$ cat src/rtl/assert_macros.svh
// assertion macros for the ringtone note token parser
`ifndef ASSERT_MACROS_SVH
`define ASSERT_MACROS_SVH
`ifndef SYNTHESIS
`define RTNP_ASSERT(lbl, cond) \
    lbl: assert property (@(posedge clk) disable iff (!rst_n) (cond)) \
        else $error("assertion failed")
`define RTNP_ASSERT_IMP(lbl, ante, cons) \
    lbl: assert property (@(posedge clk) disable iff (!rst_n) (ante) |-> (cons)) \
        else $error("assertion failed")
`else
`define RTNP_ASSERT(lbl, cond)
`define RTNP_ASSERT_IMP(lbl, ante, cons)
`endif
`endif

$ cat src/rtl/rtnp_pkg.sv
// types, constants and lookup functions shared by the note parser
`default_nettype none
package rtnp_pkg;

    localparam logic [3:0] NOTE_PAUSE  = 4'd12;
    localparam logic [3:0] NO_NOTE     = 4'd15;
    localparam logic [7:0] CHAR_SPACE  = 8'h20;
    localparam logic [7:0] CHAR_DOT    = 8'h2E;
    localparam logic [7:0] CHAR_DASH   = 8'h2D;
    localparam logic [7:0] CHAR_SHARP  = 8'h23;
    localparam logic [7:0] CHAR_ZERO   = 8'h30;
    localparam logic [7:0] CHAR_ONE    = 8'h31;
    localparam logic [7:0] CHAR_FIVE   = 8'h35;
    localparam logic [7:0] CHAR_NINE   = 8'h39;
    localparam int         QUEUE_DEPTH = 2;
    localparam int         TDATA_W     = 64;
    localparam int         TUSER_W     = 2;

    typedef struct packed {
        logic [3:0]  note;
        logic [2:0]  octave;
        logic [15:0] length;
        logic        dotted;
        logic        bad;
        logic [15:0] count;
        logic        last;
    } token_t;

    function automatic logic [3:0] plain_letter(input logic [7:0] c);
        logic [3:0] n;
        case (c | 8'h20)
            8'h63:   n = 4'd0;
            8'h64:   n = 4'd2;
            8'h65:   n = 4'd4;
            8'h66:   n = 4'd5;
            8'h67:   n = 4'd7;
            8'h61:   n = 4'd9;
            8'h62:   n = 4'd11;
            8'h68:   n = 4'd11;
            default: n = NO_NOTE;
        endcase
        return n;
    endfunction

    function automatic logic [3:0] sharp_letter(input logic [7:0] c);
        logic [3:0] n;
        case (c | 8'h20)
            8'h63:   n = 4'd1;
            8'h64:   n = 4'd3;
            8'h65:   n = 4'd5;
            8'h66:   n = 4'd6;
            8'h67:   n = 4'd8;
            8'h61:   n = 4'd10;
            default: n = NO_NOTE;
        endcase
        return n;
    endfunction

    // small octave row, then first octave row shifted up for the higher ones
    function automatic logic [19:0] freq_lookup(input logic [3:0] note, input logic [2:0] oct);
        logic [19:0] row0;
        logic [19:0] row1;
        logic [19:0] f;
        case (note)
            4'd0:    begin row0 = 20'd13082; row1 = 20'd26163; end
            4'd1:    begin row0 = 20'd13859; row1 = 20'd27718; end
            4'd2:    begin row0 = 20'd14683; row1 = 20'd29366; end
            4'd3:    begin row0 = 20'd15556; row1 = 20'd31113; end
            4'd4:    begin row0 = 20'd16482; row1 = 20'd32963; end
            4'd5:    begin row0 = 20'd17462; row1 = 20'd34923; end
            4'd6:    begin row0 = 20'd18500; row1 = 20'd36999; end
            4'd7:    begin row0 = 20'd19600; row1 = 20'd39200; end
            4'd8:    begin row0 = 20'd20765; row1 = 20'd41530; end
            4'd9:    begin row0 = 20'd22000; row1 = 20'd44000; end
            4'd10:   begin row0 = 20'd23308; row1 = 20'd46616; end
            4'd11:   begin row0 = 20'd24694; row1 = 20'd49388; end
            default: begin row0 = 20'd0;     row1 = 20'd0;     end
        endcase
        if (oct > 3'd5)
        begin
            f = 20'd0;
        end
        else if (oct == 3'd0)
        begin
            f = row0;
        end
        else
        begin
            f = row1 << (oct - 3'd1);
        end
        return f;
    endfunction

endpackage
`default_nettype wire

$ cat src/rtl/ringtone_note_token_parser_top.sv
// top level of the ringtone note token parser
`default_nettype none
`include "assert_macros.svh"
// Parses ringtone melody text one character a word and gives one note word
// per token (space-separated, or closed by the character marked tlast).
// Characters are taken one per cycle while the two-entry token queue has
// room; each note then passes through the note unit: a pop, the bit-serial
// division of beat_ticks by the note length, and a load of the output
// register, which waits while the previous output word waits on m_tready.
// s_tready drops whenever the queue is full. beat_ticks may only be written
// while no note is in flight.
module ringtone_note_token_parser_top
    import rtnp_pkg::*;
#(
    parameter int MAX_TOKEN = 9
)
(
    input  wire logic               clk,
    input  wire logic               rst_n,
    input  wire logic               cfg_valid,
    output logic                    cfg_ready,
    input  wire logic [15:0]        cfg_data,      // beat_ticks
    input  wire logic               s_tvalid,
    output logic                    s_tready,
    input  wire logic [7:0]         s_tdata,       // char_byte
    input  wire logic               s_tlast,       // last_char
    output logic                    m_tvalid,
    input  wire logic               m_tready,
    output logic [TDATA_W-1:0]      m_tdata,       // note_index, octave_index,
                                                   // duration_ticks, freq_centihz,
                                                   // note_count, zero fill
    output logic [TUSER_W-1:0]      m_tuser,       // is_pause, bad_token
    output logic                    m_tlast        // melody_end
);

    logic [15:0] beat_reg;
    logic        char_take;
    logic        push;
    token_t      push_data;
    logic        queue_full;
    logic        pop_valid;
    token_t      pop_data;
    logic        pop;

    assign cfg_ready = 1'b1;
    assign s_tready  = !queue_full;
    assign char_take = s_tvalid && s_tready;

    always_ff @(posedge clk or negedge rst_n)
    begin
        if (!rst_n)
        begin
            beat_reg <= 16'd1000;
        end
        else if (cfg_valid && cfg_ready)
        begin
            beat_reg <= cfg_data;
        end
    end

    rtnp_front #(
        .MAX_TOKEN (MAX_TOKEN)
    ) u_front (
        .clk        (clk),
        .rst_n      (rst_n),
        .char_valid (char_take),
        .char_byte  (s_tdata),
        .last_char  (s_tlast),
        .push_data  (push_data),
        .push       (push)
    );

    rtnp_queue u_queue (
        .clk       (clk),
        .rst_n     (rst_n),
        .push      (push),
        .push_data (push_data),
        .full      (queue_full),
        .pop_valid (pop_valid),
        .pop_data  (pop_data),
        .pop       (pop)
    );

    rtnp_back u_back (
        .clk        (clk),
        .rst_n      (rst_n),
        .beat_ticks (beat_reg),
        .q_valid    (pop_valid),
        .q_data     (pop_data),
        .q_pop      (pop),
        .m_tvalid   (m_tvalid),
        .m_tready   (m_tready),
        .m_tdata    (m_tdata),
        .m_tuser    (m_tuser),
        .m_tlast    (m_tlast)
    );

    // queue overflow and underflow
    `RTNP_ASSERT(a_no_push_full, !(push && queue_full));
    `RTNP_ASSERT(a_no_pop_empty, !(pop && !pop_valid));
    // rests carry no frequency and the pause flag agrees with the note code
    `RTNP_ASSERT_IMP(a_pause_freq, m_tvalid && m_tuser[0], m_tdata[42:23] == 20'd0);
    `RTNP_ASSERT_IMP(a_pause_code, m_tvalid, m_tuser[0] == (m_tdata[3:0] == NOTE_PAUSE));

endmodule
`default_nettype wire

$ cat src/rtl/rtnp_front.sv
// character parser: tracks token state and queues one entry per finished token
`default_nettype none
module rtnp_front
    import rtnp_pkg::*;
#(
    parameter int MAX_TOKEN = 9
)
(
    input  wire logic       clk,
    input  wire logic       rst_n,
    input  wire logic       char_valid,
    input  wire logic [7:0] char_byte,
    input  wire logic       last_char,
    output token_t          push_data,
    output logic            push
);

    localparam int TW = $clog2(MAX_TOKEN + 1);

    localparam logic [2:0] PH_IDLE   = 3'd0;
    localparam logic [2:0] PH_DIGITS = 3'd1;
    localparam logic [2:0] PH_LETTER = 3'd2;
    localparam logic [2:0] PH_SHARP  = 3'd3;
    localparam logic [2:0] PH_OCTAVE = 3'd4;
    localparam logic [2:0] PH_DONE   = 3'd5;
    localparam logic [2:0] PH_LONG   = 3'd6;

    logic [2:0]    phase_reg, phase_next;
    logic [15:0]   len_reg, len_next;
    logic          dot_reg, dot_next;
    logic [3:0]    note_reg, note_next;
    logic [2:0]    oct_reg, oct_next;
    logic [TW-1:0] chars_reg, chars_next;
    logic [15:0]   count_reg, count_next;

    always_comb
    begin
        logic        non_space;
        logic        is_digit;
        logic        letter_slot;
        logic [19:0] len_x10;
        logic [3:0]  n;
        logic        emit;
        logic [15:0] count_inc;
        logic        long_tok;

        non_space   = (char_byte != CHAR_SPACE);
        is_digit    = (char_byte >= CHAR_ZERO) && (char_byte <= CHAR_NINE);
        letter_slot = 1'b0;
        len_x10     = 20'd0;
        n           = NO_NOTE;
        emit        = 1'b0;
        count_inc   = 16'd0;
        long_tok    = 1'b0;

        phase_next = phase_reg;
        len_next   = len_reg;
        dot_next   = dot_reg;
        note_next  = note_reg;
        oct_next   = oct_reg;
        chars_next = chars_reg;
        count_next = count_reg;
        push       = 1'b0;

        if (char_valid)
        begin
            if (non_space)
            begin
                if (phase_next == PH_IDLE)
                begin
                    phase_next = PH_DIGITS;
                    len_next   = 16'd0;
                    dot_next   = 1'b0;
                    chars_next = '0;
                end
                if (phase_next != PH_LONG)
                begin
                    if (chars_next >= TW'(MAX_TOKEN))
                    begin
                        phase_next = PH_LONG;
                    end
                    else
                    begin
                        chars_next = chars_next + 1'b1;
                        case (phase_next)
                            PH_DIGITS:
                            begin
                                if (is_digit)
                                begin
                                    len_x10 = {1'b0, len_next, 3'b0} + {3'b0, len_next, 1'b0}
                                              + {16'd0, char_byte[3:0]};
                                    len_next = (len_x10 > 20'd65535) ? 16'hFFFF : len_x10[15:0];
                                end
                                else if (char_byte == CHAR_DOT)
                                begin
                                    dot_next   = 1'b1;
                                    phase_next = PH_LETTER;
                                end
                                else
                                begin
                                    letter_slot = 1'b1;
                                end
                            end
                            PH_LETTER:
                            begin
                                letter_slot = 1'b1;
                            end
                            PH_SHARP:
                            begin
                                n = sharp_letter(char_byte);
                                if (n != NO_NOTE)
                                begin
                                    note_next = n;
                                end
                                phase_next = PH_OCTAVE;
                            end
                            PH_OCTAVE:
                            begin
                                if ((char_byte >= CHAR_ONE) && (char_byte <= CHAR_FIVE))
                                begin
                                    oct_next = char_byte[2:0];
                                end
                                phase_next = PH_DONE;
                            end
                            default:
                            begin
                            end
                        endcase
                        if (letter_slot)
                        begin
                            if (char_byte == CHAR_DASH)
                            begin
                                note_next  = NOTE_PAUSE;
                                oct_next   = 3'd1;
                                phase_next = PH_DONE;
                            end
                            else if (char_byte == CHAR_SHARP)
                            begin
                                phase_next = PH_SHARP;
                            end
                            else
                            begin
                                n = plain_letter(char_byte);
                                if (n != NO_NOTE)
                                begin
                                    note_next = n;
                                end
                                phase_next = PH_OCTAVE;
                            end
                        end
                    end
                end
            end

            long_tok  = (phase_next == PH_LONG);
            emit      = (!non_space || last_char) && (phase_next != PH_IDLE);
            count_inc = (count_reg == 16'hFFFF) ? count_reg : count_reg + 16'd1;
            if (emit)
            begin
                push       = 1'b1;
                count_next = count_inc;
                phase_next = PH_IDLE;
            end
            if (last_char)
            begin
                count_next = 16'd0;
            end
        end

        push_data.note   = note_next;
        push_data.octave = oct_next;
        push_data.length = len_next;
        push_data.dotted = dot_next;
        push_data.bad    = long_tok || (len_next == 16'd0);
        push_data.count  = count_inc;
        push_data.last   = last_char;
    end

    always_ff @(posedge clk or negedge rst_n)
    begin
        if (!rst_n)
        begin
            phase_reg <= PH_IDLE;
            len_reg   <= 16'd0;
            dot_reg   <= 1'b0;
            note_reg  <= NOTE_PAUSE;
            oct_reg   <= 3'd1;
            chars_reg <= '0;
            count_reg <= 16'd0;
        end
        else
        begin
            phase_reg <= phase_next;
            len_reg   <= len_next;
            dot_reg   <= dot_next;
            note_reg  <= note_next;
            oct_reg   <= oct_next;
            chars_reg <= chars_next;
            count_reg <= count_next;
        end
    end

endmodule
`default_nettype wire

$ cat src/rtl/rtnp_queue.sv
// short token queue between the parser and the note unit
`default_nettype none
module rtnp_queue
    import rtnp_pkg::*;
(
    input  wire logic clk,
    input  wire logic rst_n,
    input  wire logic push,
    input  token_t    push_data,
    output logic      full,
    output logic      pop_valid,
    output token_t    pop_data,
    input  wire logic pop
);

    localparam int PW = (QUEUE_DEPTH > 1) ? $clog2(QUEUE_DEPTH) : 1;
    localparam int CW = $clog2(QUEUE_DEPTH + 1);

    token_t        entry_reg [QUEUE_DEPTH];
    logic [PW-1:0] wr_ptr_reg, wr_ptr_next;
    logic [PW-1:0] rd_ptr_reg, rd_ptr_next;
    logic [CW-1:0] fill_reg, fill_next;

    assign full      = (fill_reg == CW'(QUEUE_DEPTH));
    assign pop_valid = (fill_reg != '0);
    assign pop_data  = entry_reg[rd_ptr_reg];

    always_comb
    begin
        wr_ptr_next = wr_ptr_reg;
        rd_ptr_next = rd_ptr_reg;
        fill_next   = fill_reg;
        if (push)
        begin
            wr_ptr_next = (wr_ptr_reg == PW'(QUEUE_DEPTH - 1)) ? '0 : wr_ptr_reg + 1'b1;
        end
        if (pop)
        begin
            rd_ptr_next = (rd_ptr_reg == PW'(QUEUE_DEPTH - 1)) ? '0 : rd_ptr_reg + 1'b1;
        end
        if (push && !pop)
        begin
            fill_next = fill_reg + 1'b1;
        end
        else if (pop && !push)
        begin
            fill_next = fill_reg - 1'b1;
        end
    end

    always_ff @(posedge clk)
    begin
        if (push)
        begin
            entry_reg[wr_ptr_reg] <= push_data;
        end
    end

    always_ff @(posedge clk or negedge rst_n)
    begin
        if (!rst_n)
        begin
            wr_ptr_reg <= '0;
            rd_ptr_reg <= '0;
            fill_reg   <= '0;
        end
        else
        begin
            wr_ptr_reg <= wr_ptr_next;
            rd_ptr_reg <= rd_ptr_next;
            fill_reg   <= fill_next;
        end
    end

endmodule
`default_nettype wire

$ cat src/rtl/rtnp_back.sv
// note unit: bit-serial duration divide, frequency lookup and output register
`default_nettype none
module rtnp_back
    import rtnp_pkg::*;
(
    input  wire logic               clk,
    input  wire logic               rst_n,
    input  wire logic [15:0]        beat_ticks,
    input  wire logic               q_valid,
    input  token_t                  q_data,
    output logic                    q_pop,
    output logic                    m_tvalid,
    input  wire logic               m_tready,
    output logic [TDATA_W-1:0]      m_tdata,
    output logic [TUSER_W-1:0]      m_tuser,
    output logic                    m_tlast
);

    localparam logic [1:0] ST_IDLE = 2'd0;
    localparam logic [1:0] ST_DIV  = 2'd1;
    localparam logic [1:0] ST_LOAD = 2'd2;

    logic [1:0]          state_reg, state_next;
    token_t              tok_reg;
    logic [15:0]         rem_reg, rem_next;
    logic [15:0]         quo_reg, quo_next;
    logic [3:0]          cnt_reg, cnt_next;
    logic                out_valid_reg, out_valid_next;
    logic [TDATA_W-1:0]  out_data_reg;
    logic [TUSER_W-1:0]  out_user_reg;
    logic                out_last_reg;
    logic                load;
    logic [16:0]         trial;
    logic [16:0]         dur_sum;
    logic [15:0]         dur;
    logic [19:0]         freq;

    assign trial   = {rem_reg, quo_reg[15]};
    assign dur_sum = {1'b0, quo_reg}
                     + (tok_reg.dotted ? {6'd0, beat_ticks[15:5]} : 17'd0);
    assign dur     = (tok_reg.length == 16'd0) ? 16'd0 :
                     (dur_sum[16] ? 16'hFFFF : dur_sum[15:0]);
    assign freq    = freq_lookup(tok_reg.note, tok_reg.octave);
    assign load    = (state_reg == ST_LOAD) && (!out_valid_reg || m_tready);

    always_comb
    begin
        state_next     = state_reg;
        rem_next       = rem_reg;
        quo_next       = quo_reg;
        cnt_next       = cnt_reg;
        q_pop          = 1'b0;
        out_valid_next = out_valid_reg;
        if (out_valid_reg && m_tready)
        begin
            out_valid_next = 1'b0;
        end
        case (state_reg)
            ST_IDLE:
            begin
                if (q_valid)
                begin
                    q_pop      = 1'b1;
                    rem_next   = 16'd0;
                    quo_next   = beat_ticks;
                    cnt_next   = 4'd0;
                    state_next = ST_DIV;
                end
            end
            ST_DIV:
            begin
                // one quotient bit a cycle, msb first
                if (trial >= {1'b0, tok_reg.length})
                begin
                    rem_next = 16'(trial - {1'b0, tok_reg.length});
                    quo_next = {quo_reg[14:0], 1'b1};
                end
                else
                begin
                    rem_next = trial[15:0];
                    quo_next = {quo_reg[14:0], 1'b0};
                end
                cnt_next = cnt_reg + 4'd1;
                if (cnt_reg == 4'd15)
                begin
                    state_next = ST_LOAD;
                end
            end
            ST_LOAD:
            begin
                if (load)
                begin
                    out_valid_next = 1'b1;
                    state_next     = ST_IDLE;
                end
            end
            default:
            begin
                state_next = ST_IDLE;
            end
        endcase
    end

    always_ff @(posedge clk)
    begin
        if (q_pop)
        begin
            tok_reg <= q_data;
        end
        rem_reg <= rem_next;
        quo_reg <= quo_next;
        if (load)
        begin
            out_data_reg <= {5'd0, tok_reg.count, freq, dur, tok_reg.octave, tok_reg.note};
            out_user_reg <= {tok_reg.bad, (tok_reg.note == NOTE_PAUSE)};
            out_last_reg <= tok_reg.last;
        end
    end

    always_ff @(posedge clk or negedge rst_n)
    begin
        if (!rst_n)
        begin
            state_reg     <= ST_IDLE;
            cnt_reg       <= 4'd0;
            out_valid_reg <= 1'b0;
        end
        else
        begin
            state_reg     <= state_next;
            cnt_reg       <= cnt_next;
            out_valid_reg <= out_valid_next;
        end
    end

    assign m_tvalid = out_valid_reg;
    assign m_tdata  = out_data_reg;
    assign m_tuser  = out_user_reg;
    assign m_tlast  = out_last_reg;

endmodule
`default_nettype wire

$ cat config.mk
export PLATFORM = sky130hd
export DESIGN_NAME = ringtone_note_token_parser_top
export DESIGN_NICKNAME = d
export VERILOG_FILES = /design/src/rtl/rtnp_pkg.sv /design/src/rtl/ringtone_note_token_parser_top.sv /design/src/rtl/rtnp_front.sv /design/src/rtl/rtnp_queue.sv /design/src/rtl/rtnp_back.sv
export VERILOG_INCLUDE_DIRS = /design/src /design/src/rtl
export SDC_FILE = /design/constraint.sdc
export NUM_CORES = 1
export LEC_CHECK = 0
export BUFFER_PORTS_ARGS = -buffer_cell sky130_fd_sc_hd__buf_2
export CELL_PAD_IN_SITES_DETAIL_PLACEMENT = 1
export CELL_PAD_IN_SITES_GLOBAL_PLACEMENT = 1
export CORE_ASPECT_RATIO = 0.75
export CORE_MARGIN = 2
export CORE_UTILIZATION = 49
export DETAILED_ROUTE_END_ITERATION = 7
export PLACE_DENSITY_LB_ADDON = 0.15
export SLEW_MARGIN = 0
export SYNTH_ARGS = -nofsm -noshare
export SYNTH_HDL_FRONTEND = slang
export SYNTH_SLANG_ARGS = --single-unit
$ cat constraint.sdc
create_clock -name clk -period 7.19 [get_ports clk]
set_input_delay 0.719 -clock clk [delete_from_list [all_inputs] [get_ports clk]]
set_output_delay 0.719 -clock clk [all_outputs]
set_load 0.02 [all_outputs]
==> results of run 1 <==
-- area by class of cell --
class                   instances  area, µm²  area share (%)
clock buffers                  41        843            4.86
clock inverters                13        149           0.857
inverters                      53        199            1.15
multi-input cells             991       6650            38.3
flip-flops and latches        294       8470            48.8
well taps                     406        508            2.92
repair buffers                104        551            3.17
-- stage by stage --
| stage | cells | utilization, % | power [µW] | setup WS, ns | hold slack, ns |
|---|---|---|---|---|---|
| floorplan | 1407 | - | 4300 | 1.87 | 0.400 |
| global placement | 1848 | 52.4 | 4810 | 1.81 | 0.403 |
| detailed placement | 1848 | 52.4 | 4930 | 1.54 | 0.406 |
| CTS | 1902 | 55.6 | 6530 | 1.48 | 0.0514 |
| global route | 1902 | 55.6 | 6900 | 1.10 | 0.0614 |
| finish | 1902 | 55.6 | 6490 | 1.42 | 0.0496 |
-- worst register-to-register path: stages, from the launching register on --
cell and delay [ns]:
dfrtp_1 0.59, or3_2 0.77, and2_1 0.28, ha_1 0.28, ha_1 0.25, fa_1 0.45
a211oi_2 0.27, o211ai_2 0.17, a311oi_4 0.41, o311ai_1 0.16, o31a_2 0.16, nor3_1 0.65
a31oi_1 0.32, a2111oi_0 0.47, o211ai_1 0.15, o21ai_1 0.22
-- placed cells by master (no fill, tap or decap), types with 17 or more instances in the layout --
| cell | instances |
|---|---|
| xnor2_1 | 31 |
| a21oi_1 | 78 |
| nor3_1 | 26 |
| ha_1 | 72 |
| clkbuf_16 | 31 |
| and2_1 | 33 |
| mux2_2 | 62 |
| inv_1 | 53 |
| o21ai_0 | 91 |
| nand2_1 | 161 |
| xor2_1 | 17 |
| mux2i_1 | 29 |
| buf_2 | 92 |
| nand3_1 | 41 |
| edfxtp_1 | 220 |
| nor2_1 | 97 |
| dfrtp_1 | 65 |
-- cells by family after synthesis --
family	Yosys count	synth area share, %
compound gates	310	12.8
xor+xnor	48	2.70
fa+ha+maj	76	6.24
buf+inv	122	3.16
flops	294	54.4
mux	91	6.35
other cells	2	0.0483
simple gates	460	14.2
-- power breakdown --
part	internal, µW	switching [µW]
Clock	900	674
Combinational	897	1390
Sequential	2360	278
-- how the worst min path moves through the flow --
stage / start / end / cells after the start / slack, ns
global route: rst_n / beat_reg[14] / 1 / 0.06
detailed placement: u_back.tok_reg[13] / u_back.m_tdata[55] / 0 / 0.41
CTS: rst_n / beat_reg[14] / 1 / 0.05
floorplan: u_back.tok_reg[1] / u_back.m_tdata[43] / 0 / 0.40
global placement: u_back.tok_reg[6] / u_back.m_tdata[48] / 0 / 0.40
finish: rst_n / beat_reg[14] / 1 / 0.05
-- routing by layer --
layer,global-route usage [%],routed length [µm],vias to the layer above,share of wire (%)
met4,4.76,682,0,1.8
li1,-,-,5276,-
met2,36.7,17300,200,46
met5,0,0,-,0
met1,32.8,18400,5556,49
met3,3.61,1490,50,3.9
==> results.txt, run 1 <==
Critical path arrival - 6.18 ns
CTS max path bufs - 3
Io pins - 100
Netlist cell types - 89
Max Cap Viol - 0
GP Congestion - 0.889
Slowest stage delay, CP - 0.76 ns
Class of the worst hold path - in2async
Number of DRC violations after detailed-routing iteration 0 - 612
Minimum clock period - 5.77 ns
Commonest cells post-synth - edfxtp_1, nand2_1, nor2_1, o21ai_0, a21oi_1
Tcrit/Tclk final - 80.2%
Initial core utilization - 49.8%
Hold buffers post-CTS - 0
Max Fanout on Critical Path - 23
Largest net degree at the start of global routing - 54
Grt total ovfl - 0
Skew final - 0.0120 ns
Die height - 158 µm
First-pass GRT wire length - 60.2 mm
Power density over the cells - 374 mW/mm²
Status - finished, final reports clean
Design Area, Final - 0.0174 mm²
TritonCTS Buffers - 29
Max reg flops - 84
Crit path required time - 7.60 ns
Layout Area Growth over Synthesis - 11.6%
Number of diodes - 0
Number of global-route vias before repair - 11.1k
Reg2Reg Depth - 15
Peak supply drop - 0.289 mV
Fin. Hold Viols - 0
Setup tns final - 0 ns
Vias/cell - 5.83
CTS root buf - clkbuf_16
Die area - 0.0332 mm²
Crit path depth - 15
Leakage power - 0.00695 µW
Warnings from Yosys - 0
CTS tree - done
Total core area - 0.0313 mm²
NumNets Final - 1578
Async SR Flop Fraction - 25.2%
Worst-skew pair later-pin latency - 0.58 ns
Dominant cell type by area after synthesis - edfxtp_1
CP dominant cell by count - ha_1
Antenna violations before repair - 0
# clock sinks - 294
FILL cells - 3370
Most numerous cell in the Yosys netlist - edfxtp_1
Reg-to-reg critical path endpoint - u_queue.entry_reg[1][17]
Remaining DRCs - 0
Worst rel slew slack - 21.8%
Share of cells above drive strength 1 - 17.3%
Max-slew violation count - 0
Worst setup path category - reg2reg
CTS resizes - 0
Worst-Margin Slew - 1.17 ns
WL final - 37.9 mm
DR vias - 11.1k
Crit-path cells - or3_2 -> and2_1 -> ha_1 -> ha_1 -> fa_1 -> a211oi_2 -> o211ai_2 -> a311oi_4 -> o311ai_1 -> o31a_2 -> nor3_1 -> a31oi_1 -> a2111oi_0 -> o211ai_1 -> o21ai_1
Reg clk slew, reported paths - 0.07 ns
R2R Setup Slk - 1.42 ns
Placed Area - 0.0164 mm²
DRT antenna net count - 0
Unrepaired setup endpoints after global routing - no
Final setup vio count - 0
Synth Register Bits - 294
Mean area per synthesized cell - 11.1 µm²
Post-synth top area share - 42.5%
CP max-delay cell - or3_2
# H-tree levels - 1
DR pass1 iterations - 5
Port Buffers - 93
Crit end category - flop
Wire length per cell - 19.9 µm
CP Launch Type - flop
R2r startpoint - u_front.phase_reg[1]
Critical Path Start - u_front.phase_reg[1]
All-Layer GR Usage - 22.8%
Mapped cell area - 0.0156 mm²
Most used DFF post-synth - edfxtp_1
Post-CTS setup buffers - 0
Fmax achieved - 173 MHz
Standard-cell rows - 56
Post-DP HPWL - 26.8 mm
WP buf/inv - 0
Crit path to - u_queue.entry_reg[1][17]
Worst path top cell family by delay - compound AO/OA/AOI/OAI gates
Number of synthesized flops with an enable pin - 220
Syn Inst Count - 1403
Die X - 210 µm
Top cells by area, synth - edfxtp_1, dfrtp_1, ha_1, mux2_2, nand2_1
Seq/Total Area, Yosys - 54.4%
Power figures use the tool's default switching activity.
==> run 2: changes to the inputs <==
Settings changed: ABC_AREA set to 1, CORE_UTILIZATION 49 to 43.
Clock period 7.19 ns to 5.25 ns, I/O delays scaled along.
==> run 2 against run 1 <==
Wire length rose by 11%. First-iteration DRC count rose by 33%. Area after synthesis rose by 2.2%. Critical path type unchanged. Largest power group is now combinational cells.
==> results.txt, run 2 <==
Status - finished, final reports clean
All-Layer GR Usage - 22.0%
Syn Inst Count - 1786
Minimum clock period - 4.06 ns
Sw Ratio - 41.5%
Uppermost layer routed - met4
Seq pwr share - 38.0%
CP max-delay cell - dfrtp_1
CP Launch Type - flop
Slowest stage delay, CP - 0.49 ns
Number of global-route vias before repair - 12.4k
Most used DFF post-synth - edfxtp_1
Most numerous cell in the Yosys netlist - nand2_1
Vias/cell - 5.20
Hold buffers post-CTS - 1
Clock power share - 20.4%
Die X - 226 µm
Netlist cell types - 58
Hold Slack - 0.176 ns
CTS max path bufs - 3
Number of DRC violations after detailed-routing iteration 0 - 812
Commonest cells after routing, fill and taps aside - nand2_1, inv_1, edfxtp_1
WP buf/inv - 1
P_int - 6120 µW
Crit end category - flop
Crit path required time - 5.70 ns
Fin. Hold Viols - 0
Max Fanout on Critical Path - 19
Critical path arrival - 4.50 ns
Worst rel slew slack - 31.8%
# H-tree levels - 1
Fmax achieved - 247 MHz
Met1 WL - 21.2 mm
Wire length per cell - 17.5 µm
GP Congestion - 0.886
CP dominant cell by count - nand2_1
Max Cap Viol - 0
Warnings from Yosys - 0
Worst setup path category - reg2reg
# clock sinks - 294
Routed wl met3 - 2.15 mm
Layout Area Growth over Synthesis - 12.0%
WL final - 41.8 mm
Die height - 171 µm
Max-slew violation count - 0
Worst path top cell family by delay - simple AND/OR/NAND/NOR gates
Grt total ovfl - 0
Post-synth top area share - 41.5%
Remaining DRCs - 0
TritonCTS Buffers - 29
Top cells by area, synth - edfxtp_1, nand2_1, dfrtp_1, ha_1, inv_1
CTS resizes - 0
Commonest cells post-synth - nand2_1, inv_1, edfxtp_1, nor2_1, o21ai_0
Seq/Total Area, Yosys - 53.3%
Worst-skew pair later-pin latency - 0.58 ns
Sw Pwr - 4350 µW
Worst-Margin Slew - 1.02 ns
Share of cells above drive strength 1 - 11.3%
WL met2 - 17.9 mm
Antenna violations before repair - 0
Standard-cell rows - 60
Number of synthesized flops with an enable pin - 220
Reg clk slew, reported paths - 0.07 ns
DR vias - 12.4k
NumNets Final - 1976
DR pass1 iterations - 5
Commonest non-fill, non-tap cell in the layout - nand2_1
Async SR Flop Fraction - 25.2%
DRT antenna net count - 0
Combinational Power Share - 41.6%
Post-CTS setup buffers - 0
CTS tree - done
Dpl cells - 2335
Dominant cell type by area after synthesis - edfxtp_1
First-pass GRT wire length - 67.3 mm
Skew final - 0.0189 ns
Final setup vio count - 0
Crit-path cells - nor2_4 -> nand2_4 -> nand2_1 -> xor2_1 -> inv_1 -> ha_1 -> fa_1 -> nand2_1 -> nand2_1 -> nand3_1 -> nand2_1 -> nand2_1 -> nand2_1 -> nand2_1 -> nand2_1 -> nor2_4 -> nand3_1 -> nand2_1 -> nand2_1 -> nor2_1 -> nand2_1 -> nor2_1 -> nand3_1 -> nand2_1
Leakage power - 0.00812 µW
Mapped cell area - 0.0159 mm²
Peak supply drop - 0.310 mV
Power density over the cells - 588 mW/mm²
Mean area per synthesized cell - 8.90 µm²
Tcrit/Tclk final - 77.2%
Setup tns final - 0 ns
Fin cells - 2390
Class of the worst hold path - in2reg
CTS root buf - clkbuf_16
Io pins - 100
Unrepaired setup endpoints after global routing - no
Synth Register Bits - 294
Largest net degree at the start of global routing - 68
Die area - 0.0386 mm²
Post-DP HPWL - 31.0 mm
Total core area - 0.0362 mm²
Number of diodes - 0
Initial core utilization - 43.9%
Port Buffers - 93
Max reg flops - 84
[run 2: cell count changes in the layout (fill, tap and decap cells not counted), sizes merged, moves of 13 or more]
cell / before / now
nand3: 41 / 78
and3: 14 / 0
and2: 36 / 1
mux2i: 29 / 1
nor2: 97 / 138
xnor2: 31 / 18
o21ai: 92 / 127
mux2: 62 / 4
a21o: 16 / 0
a21oi: 78 / 112
inv: 56 / 246
nand2: 162 / 515
[run 2: kinds of logic after synthesis]
group	after synthesis	share of synthesized area [%]
other	2	0.0472
multiplexers	5	0.346
XOR/XNOR	37	2.04
buffers and inverters	299	7.51
flip-flops	294	53.3
adder cells (fa/ha/maj)	75	6.04
AND/OR/NAND/NOR	772	20.1
AO/OA/AOI/OAI	302	10.6
[run 2: stage by stage]
step                util, %  total power, µW  setup WS (ns)  cell area (µm²)
floorplan                 -             7070           1.03            15900
global placement       46.5             8200           1.37            16800
detailed placement     46.5             8370           1.25            16800
CTS                    49.2            10500           1.20            17800
global route           49.2            11300          0.792            17800
finish                 49.2            10500           1.19            17800
[run 2: cell type report]
cell class	count	area, µm²
flip-flops and latches	294	8470
inverters	245	920
multi-input cells	1197	6280
well taps	496	621
fillers	4265	18400
clock buffers	40	840
repair buffers	104	553
clock inverters	14	135
[run 2: layer usage]
layer / vias to the layer above / global-route usage (%)
met5: - / 0
met2: 276 / 33.5
li1: 6095 / -
met1: 6024 / 33.7
met3: 42 / 3.13
met4: 0 / 4.03
[run 2: worst register-to-register path, delay by kind of cell, from the launching register on]
kind	cells	cell delay, ns
xor+xnor	1	0.17
fa+ha+maj	2	0.80
buf+inv	1	0.06
flops	1	0.49
simple gates	20	2.39
[run 2: worst paths after layout]
kind                                      start                  endpoint  slack [ns]  cells past startpoint
max reg2reg                u_front.phase_reg[2]  u_queue.entry_reg[0][17]        1.19                     24
min in group asynchronous                 rst_n              beat_reg[14]        0.33                      2
min reg2reg                   u_back.tok_reg[1]        u_back.m_tdata[43]        0.42                      0
max                        u_front.phase_reg[2]  u_queue.entry_reg[0][17]        1.19                     24
max in group asynchronous                 rst_n        u_queue.rd_ptr_reg        3.71                      3
min                                 cfg_data[1]               beat_reg[1]        0.18                      3
[run 2: power by group through the flow]
stage                     logic [µW]  registers [µW]  clock network [µW]
after floorplan                 3130            3950                   0
after global placement          4200            3990                   0
after detailed placement        4350            4020                   0
after CTS                       4390            3980                2180
after global routing            4960            4060                2280
final                           4360            3980                2140
==> run 3: changes to the inputs <==
Settings changed: CORE_UTILIZATION 43 to 47.
Clock period 5.25 ns to 3.95 ns, I/O delays scaled along.
==> run 3 against run 2 <==
Flip-flop and latch count is the same. Non-clock buffer count increased by 15. Cell count fell by 1.3%. Wire length rose by 2.3%. Via count up 0.88%. Utilization is 4.5 points higher. First-iteration DRC count shrank 0.12%. Clock power grew 28%. Combinational power is 40% higher. Largest power group unchanged. Highest routed layer unchanged.
==> results.txt, run 3 (synthesis results as in run 2) <==
NumNets Final - 1991
First-pass GRT wire length - 69.0 mm
DR vias - 12.5k
R2r startpoint - u_front.phase_reg[0]
# H-tree levels - 1
Commonest non-fill, non-tap cell in the layout - nand2_1
Grt total ovfl - 0
Worst rel slew slack - 34.8%
Vias/cell - 5.32
Die X - 216 µm
Max Cap Viol - 0
All-Layer GR Usage - 24.4%
Layout Area Growth over Synthesis - 13.0%
Remaining DRCs - 0
Crit path required time - 4.25 ns
Total core area - 0.0335 mm²
Max reg flops - 84
Initial core utilization - 47.5%
# clock sinks - 294
Final setup vio count - 0
TritonCTS Buffers - 29
Leakage power - 0.00817 µW
Minimum clock period - 3.65 ns
Antenna violations before repair - 0
Critical Path Start - u_front.phase_reg[0]
Critical path arrival - 3.95 ns
Commonest cells after routing, fill and taps aside - nand2_1, inv_1, edfxtp_1
Class of the worst hold path - in2reg
Port Buffers - 93
DRT antenna net count - 0
Fin util - 53.7%
Number of diodes - 0
Share of cells above drive strength 1 - 13.1%
Worst Min Path Start - m_tready
Tcrit/Tclk final - 92.5%
Skew final - 0.0185 ns
Power density over the cells - 781 mW/mm²
Worst setup path category - reg2reg
Fmax achieved - 274 MHz
CTS max path bufs - 3
WL final - 42.8 mm
Crit end category - flop
Hold Slack - 0.0355 ns
Worst-skew pair later-pin latency - 0.57 ns
GP Congestion - 0.866
Worst-Margin Slew - 0.975 ns
Peak supply drop - 0.349 mV
Fin. Hold Viols - 0
FILL cells - 3943
CTS root buf - clkbuf_16
Max Fanout on Critical Path - 15
Die height - 163 µm
CP Launch Type - flop
Reg clk slew, reported paths - 0.07 ns
Number of DRC violations after detailed-routing iteration 0 - 811
DR pass1 iterations - 5
Wire length per cell - 18.1 µm
CTS tree - done
Die area - 0.0353 mm²
Number of global-route vias before repair - 13.1k
Max-slew violation count - 0
Post-DP HPWL - 31.3 mm
Largest net degree at the start of global routing - 55
Io pins - 100
Standard-cell rows - 58
Status - finished, final reports clean
[run 3: cell count changes in the layout (fill, tap and decap cells not counted), sizes merged]
cell,delta
inv,-1
clkinvlp,+1
buf,+15
[run 3: worst max-delay path, cell delays in order, from the launching register on]
cell and delay (ns):
dfrtp_1 0.42, inv_2 0.14, nand2_4 0.11, buf_4 0.20, nand2_2 0.12, inv_2 0.08
ha_1 0.29, ha_2 0.40, nand2_1 0.12, inv_1 0.09, nand4_1 0.15, or2_1 0.27
nand3_1 0.14, nor2_4 0.05, buf_12 0.14, nand3_1 0.09, nand2_1 0.06, nand2_1 0.05
nand2_1 0.05, nand2_1 0.19, nor2_1 0.08, nand3_1 0.08, nand2_1 0.07
[run 3: stage by stage]
stage          TNS, ns  total power [µW]  setup WS [ns]  cell area [µm²]  std cells
2_1_floorplan   -22.97              9400         -0.273            15900       1790
3_3_place_gp         0             10900          0.236            16900       2299
3_5_place_dp         0             11200      0.0000191            16900       2299
4_1_cts              0             14000         0.0806            17900       2357
5_1_grt        -0.0769             15100        -0.0394            18000       2359
6_report             0             14000          0.297            18000       2359
[run 3: layout make-up]
class	instances	area [µm²]	share of cell area (%)
multi-input combinational	1197	6380	35.5
timing repair buffer	119	716	3.98
clock buffer	40	797	4.44
tap	450	563	3.13
inverter	245	920	5.12
clock inverter	14	129	0.717
sequential	294	8470	47.1
[run 3: path summary, 6_finish.rpt]
path                                            end  slack, ns  cells past startpoint
max                        u_queue.entry_reg[0][17]       0.30                     22
min                                 u_back.m_tvalid       0.04                      2
max reg2reg                u_queue.entry_reg[0][17]       0.30                     22
min reg2reg                      u_back.m_tdata[51]       0.41                      0
max in group asynchronous               beat_reg[9]       2.60                      3
min in group asynchronous               beat_reg[4]       0.47                      2
[run 3: power breakdown]
group	total (µW)	switching [µW]	leakage, µW	internal, µW
registers	5200	503	0.00302	4700
clock network	2730	1190	0.000451	1540
logic	6100	4160	0.00471	1940
[run 3: what timing repair did]
| item | in CTS | in global routing |
|---|---|---|
| setup endpoints to repair | 2 | 6 |
| pin swaps | 2 | 5 |
| endpoints found under the hold margin | 49 | 0 |
| gates resized for setup | 0 | 27 |
| setup buffers | 3 | 2 |
| hold buffers | 1 | 0 |
[run 3: metal layers]
layer / vias up / share of wire, % / track usage, %
li1: 6107 / - / -
met1: 6129 / 49 / 36.1
met2: 244 / 45 / 38.8
met3: 66 / 3.9 / 2.63
met4: 0 / 1.9 / 5.29
met5: - / 0 / 0
